## config.mk

```make
export PLATFORM = sky130hd
export DESIGN_NAME = gshp_ctrl
export DESIGN_NICKNAME = d
export VERILOG_FILES = /design/src/sv/gshp_pkg.sv /design/src/sv/gshp_ctrl.sv
export SDC_FILE = /design/constraint.sdc
export NUM_CORES = 1
export LEC_CHECK = 0
export ABC_AREA = 1
export ABC_CLOCK_PERIOD_IN_PS = 880
export BUFFER_PORTS_ARGS = -buffer_cell sky130_fd_sc_hd__buf_2
export CELL_PAD_IN_SITES_DETAIL_PLACEMENT = 1
export CELL_PAD_IN_SITES_GLOBAL_PLACEMENT = 1
export CORE_AREA = 4 4 41 43
export CTS_BUF_LIST = sky130_fd_sc_hd__clkbuf_16
export CTS_CLUSTER_DIAMETER = 100
export DETAILED_ROUTE_END_ITERATION = 10
export DIE_AREA = 0 0 45 47
export HOLD_SLACK_MARGIN = 0.02
export PLACE_DENSITY = 0.67
export SYNTH_ARGS = -nofsm -noshare
export SYNTH_HDL_FRONTEND = slang
export SYNTH_SLANG_ARGS = --single-unit
```

## constraint.sdc

```tcl
create_clock -name clock -period 0.88 [get_ports clock]
set_input_delay 0.132 -clock clock [delete_from_list [all_inputs] [get_ports clock]]
set_output_delay 0.132 -clock clock [all_outputs]
set_load 0.05 [all_outputs]
```

## src/sv/gshp_pkg.sv

```systemverilog
// ----------------------------------------------------------------------------
// gshp_pkg: shared types and constants of the slot handle pool
// Widths, request codes, table entry layout and controller interface structs.
// ----------------------------------------------------------------------------
package gshp_pkg;

   localparam int SLOT_COUNT = 1024;
   localparam int IDX_W      = 10;
   localparam int KEY_W      = 11;
   localparam int CNT_W      = 11;
   localparam int TAG_W      = 16;
   localparam int CBITS_W    = 4;
   localparam int REQ_W      = 4;
   localparam int CSR_IDX_W  = 1;

   localparam logic [CBITS_W-1:0] CBITS_MAX = 4'd10;
   localparam logic [CNT_W-1:0]   CAP_MAX   = 11'd1024;
   localparam logic [IDX_W-1:0]   IDX_LAST  = 10'd1023;

   // request codes
   localparam logic [REQ_W-1:0] REQ_ALLOC       = 4'd0;
   localparam logic [REQ_W-1:0] REQ_FREE_SLOT   = 4'd1;
   localparam logic [REQ_W-1:0] REQ_FREE_HANDLE = 4'd2;
   localparam logic [REQ_W-1:0] REQ_CHECK       = 4'd3;
   localparam logic [REQ_W-1:0] REQ_QUERY       = 4'd4;
   localparam logic [REQ_W-1:0] REQ_FIRST       = 4'd5;
   localparam logic [REQ_W-1:0] REQ_LAST        = 4'd6;
   localparam logic [REQ_W-1:0] REQ_NEXT        = 4'd7;
   localparam logic [REQ_W-1:0] REQ_PREV        = 4'd8;
   localparam logic [REQ_W-1:0] REQ_CLEAR       = 4'd9;

   // register indexes
   localparam logic [CSR_IDX_W-1:0] CSR_CAPACITY_BITS = 1'b0;
   localparam logic [CSR_IDX_W-1:0] CSR_POOL_TAG      = 1'b1;

   typedef struct packed {
      logic [KEY_W-1:0] key;
      logic [CNT_W-1:0] link;
   } slot_entry_type;

   typedef enum logic [1:0] {
      SCAN_DOWN,
      SCAN_UP,
      SCAN_NEXT,
      SCAN_PREV
   } scan_mode_type;

   typedef enum logic [2:0] {
      ST_CLR_INIT,
      ST_CLR_REQ,
      ST_IDLE,
      ST_LOOK,
      ST_EXEC,
      ST_SCAN_RD,
      ST_SCAN_CK,
      ST_DONE
   } ctrl_state_type;

   typedef struct packed {
      logic take;
      logic exec;
      logic scan_rd;
      logic scan_step;
      logic clr_step;
      logic emit;
   } ctrl_cmd_type;

   typedef struct packed {
      logic exec_clear;
      logic go_scan;
      logic scan_stop;
      logic clr_last;
      logic out_free;
      logic cap_write;
   } ctrl_status_type;

endpackage

```

## src/sv/gshp_ctrl.sv

```systemverilog
// ----------------------------------------------------------------------------
// gshp_ctrl: request sequencer
// Steps each transaction through lookup, execute, table walk or clear sweep, and result.
// ----------------------------------------------------------------------------
module gshp_ctrl import gshp_pkg::*; (
   input  logic            clock,
   input  logic            reset,
   input  logic            req_valid,
   output logic            req_stall,
   input  ctrl_status_type st,
   output ctrl_cmd_type    cmd
);

   ctrl_state_type state_ff, state_in;

   always_comb begin
      state_in = state_ff;
      case (state_ff)
         ST_CLR_INIT: if (st.clr_last) state_in = ST_IDLE;
         ST_CLR_REQ:  if (st.clr_last) state_in = ST_DONE;
         ST_IDLE:     if (req_valid) state_in = ST_LOOK;
         ST_LOOK:     state_in = ST_EXEC;
         ST_EXEC: begin
            if (st.exec_clear)   state_in = ST_CLR_REQ;
            else if (st.go_scan) state_in = ST_SCAN_RD;
            else                 state_in = ST_DONE;
         end
         ST_SCAN_RD:  state_in = ST_SCAN_CK;
         ST_SCAN_CK:  state_in = st.scan_stop ? ST_DONE : ST_SCAN_RD;
         ST_DONE:     if (st.out_free) state_in = ST_IDLE;
         default:     state_in = ST_CLR_INIT;
      endcase
      // capacity change restarts the table sweep
      if (st.cap_write) state_in = ST_CLR_INIT;
   end

   always_comb begin
      cmd = '0;
      req_stall = 1'b1;
      case (state_ff)
         ST_CLR_INIT,
         ST_CLR_REQ:  cmd.clr_step = 1'b1;
         ST_IDLE: begin
            req_stall = 1'b0;
            cmd.take  = req_valid;
         end
         ST_LOOK:     cmd = '0;
         ST_EXEC:     cmd.exec = 1'b1;
         ST_SCAN_RD:  cmd.scan_rd = 1'b1;
         ST_SCAN_CK:  cmd.scan_step = 1'b1;
         ST_DONE:     cmd.emit = st.out_free;
         default:     cmd = '0;
      endcase
   end

   always_ff @(posedge clock) begin
      if (reset) begin
         state_ff <= ST_CLR_INIT;
      end else begin
         state_ff <= state_in;
      end
   end

   a_take_idle: assert property (@(posedge clock) disable iff (reset)
      cmd.take |-> state_ff == ST_IDLE && !req_stall)
      else $error("request taken outside idle");
   a_take_look: assert property (@(posedge clock) disable iff (reset)
      cmd.take && !st.cap_write |=> state_ff == ST_LOOK)
      else $error("lookup did not follow accept");
   a_emit_done: assert property (@(posedge clock) disable iff (reset)
      cmd.emit && !st.cap_write |=> state_ff == ST_IDLE)
      else $error("no return to idle after result");

endmodule

```

==> results.py <==
metrics = {
    "power_and_ir_drop": {
        "total_power_mw": 1.02,
        "peakVddDrop_v": 0.00165,
        "cellPowerDensity_mw_per_mm2": 1430,
        "p_leak_nw": 0.347,
    },
    "grt": {
        "track_usage_pct": 13.9,
        "grt_overflow": 0,
        "grt_pass1_vias": 482,
        "grt_pass1_wl_mm": 2.06,
        "grt_max_degree": 8,
        "antenna_found_initial": 0,
    },
    "floorplanning": {
        "rows": 13,
        "io_pins": 16,
        "die_x_um": 45,
        "start_util_pct": 21.3,
        "core-area_mm2": 0.00130,
        "die_area_mm2": 0.00212,
        "fp.dieH_um": 47,
    },
    "route": {
        "ant_nets": 0,
        "viasPerCell": 4.45,
        "drc": 0,
        "drtPass1Iterations": 1,
        "wl_per_cell_um": 12.7,
        "drt_iter0_drc": 0,
        "vias": 423,
        "wl_mm": 1.21,
    },
    "logic_synthesis": {
        "synth_common_cells": "nor2_1, nand2_1, inv_1",
        "synth_top_area_cell": "dfxtp_1",
        "synth_cell_types": 13,
        "synth_warnings": 0,
        "synth_nets": 56,
        "yosys.area.top_type_share_pct": 21.6,
        "ys.flop_type": "dfxtp_1",
        "ys_seq_area_share_pct": 21.6,
        "ys_top_cells_by_area": "dfxtp_1, nor2_1, nand2_1, inv_1, nand4_1",
        "synth_most_common_cell": "nor2_1",
        "synthArstFlopShare_pct": 0,
        "synth_area_per_cell_um2": 5.91,
        "syn_area_um2": 278,
        "synth-seq-cells": 3,
        "synthCells": 47,
        "synth-edff-count": 0,
    },
    "cts": {
        "cts_max_level": 1,
        "clock_path_buffers": 2,
        "cts.sinks": 3,
        "path_clk_slew_ns": 0.03,
        "hold_buffers": 0,
        "root_buffer": "clkbuf_16",
        "clk_latency_ns": 0.22,
        "cts-buffers-inserted": 3,
        "cts_tree": "built",
    },
    "setup_path": {
        "reg2reg_from": "state_ff[0]",
        "r2r_slack_ns": -0.26,
        "cp_num_cells": 4,
        "path_max_fanout": 5,
        "reg2reg_to": "state_ff[2]",
        "crit_path_end": "cmd[5]",
        "worstSetupPathType": "reg2out",
        "r2r_cells": 6,
        "worstPathArrival_ns": 1.11,
        "cp.required_ns": 0.75,
        "path_buf_inv": 2,
        "crit_path_start_kind": "register",
        "end_kind": "output pin",
        "slowest_stage": "dfxtp_4",
        "cpPeakStageDelay_ns": 0.37,
        "path_cells": "nor3_4, inv_2, nor2_4, buf_8",
        "cp-startpoint": "state_ff[2]",
        "cp_top_family": "flip-flops",
    },
    "finish": {
        "nNetsFinal": 90,
        "antenna_cells": 0,
        "final_cell_area_um2": 716,
        "reg_top3": "state_ff (3)",
        "area_growth_pct": 158,
        "regMostFlops": "state_ff",
        "largest_reg_flops": 3,
        "drive_gt1_share_pct": 71.3,
    },
    "placement": {
        "portBuffers": 15,
        "gp_congestion": 0.679,
        "place_area_um2": 508,
        "dp_hpwl_um": 834,
        "pre_cts_slack_ns": -0.295,
    },
    "sta": {
        "setup-tns-final_ns": -2.96,
        "setup_viol": 10,
        "min_period_ns": 1.25,
        "worst_slack_ns": -0.365,
        "fin_worst_skew_ns": 0.000320,
        "hold_violations": 0,
        "relSlewSlack_pct": 83.1,
        "rsz0062_at_grt": "true",
        "fin_crit_sh_pct": 142,
        "fmax_mhz": 803,
        "tightestPinTransition_ns": 0.255,
        "drv_slew": 0,
    },
    "worst_hold_path": {
        "hold_start": "reset",
        "hold_path_class": "in2reg",
    },
    "outcome": {
        "status": "complete, but fails checks",
        "violations": "setup timing",
    },
    "job": {
        "maxCapViolCount": 0,
    },
}
[metal layers]
layer | share of wire (%) | vias up | global-route usage (%)
met4 | 0 | 0 | 7.02
li1 | - | 214 | -
met1 | 37 | 202 | 14.6
met3 | 2.7 | 0 | 1.15
met2 | 60 | 7 | 27.1
met5 | 0 | - | 0
[cell type report]
type,instances,area (µm²)
clock buffers,3,75.1
clock inverters,1,3.75
fillers,165,586
inverters,10,45.0
multi-input cells,33,253
flip-flops and latches,3,71.3
well taps,15,18.8
repair buffers,30,249
[worst min-delay path by stage]
stage | endpoint | slack (ns) | cells after the start
after CTS | state_ff[2] | 0.17 | 4
after global placement | state_ff[2] | 0.40 | 4
after floorplan | state_ff[2] | 0.29 | 3
after global routing | state_ff[1] | 0.22 | 4
final | state_ff[1] | 0.17 | 4
after detailed placement | state_ff[2] | 0.40 | 4
[through the flow]
stage | util, % | hold WS [ns] | cells
floorplan | - | 0.291 | 47
global placement | 39.0 | 0.403 | 86
CTS | 52.8 | 0.171 | 94
finish | 55.0 | 0.174 | 95
detailed placement | 39.0 | 0.403 | 86
global route | 55.0 | 0.218 | 95
[cells by family after synthesis]
logic type	synth area share, %
DFF	21.6
buffers and inverters	17.6
and+or+nand+nor	56.8
AOI/OAI and AO/OA	4.05
[cell usage in the layout (no fill, tap or decap), types with 2 or more instances in the layout]
cell and n:
nor2_4 4, buf_6 5, inv_1 7, nor2_1 5
buf_2 9, nand3_2 4, inv_2 2, nand2_2 3
nor3_4 3, clkbuf_16 3, buf_8 2, nand4_1 4
nand2_1 6, buf_4 13, dfxtp_4 3
[worst reg2reg max path, cell delays in order (launching register included)]
cell,delay (ns)
dfxtp_4,0.40
buf_4,0.14
nand4_1,0.20
nand4_1,0.17
nand2_1,0.06
inv_1,0.05
nor2_1,0.03
[power by group]
group          internal [mW]  leakage, nW  switching (mW)  total (mW)
logic                 0.0774        0.278          0.0945       0.172
registers              0.135       0.0267         0.00975       0.145
clock network          0.586       0.0423           0.121       0.707
[repair_timing]
item | CTS | global route
gates cloned | 0 | 0
setup endpoints to repair | 10 | 10
pin swaps | 8 | 6
resized for setup | 21 | 6
buffers inserted | 4 | 1
Note: power is estimated with default switching activity, not from simulation.
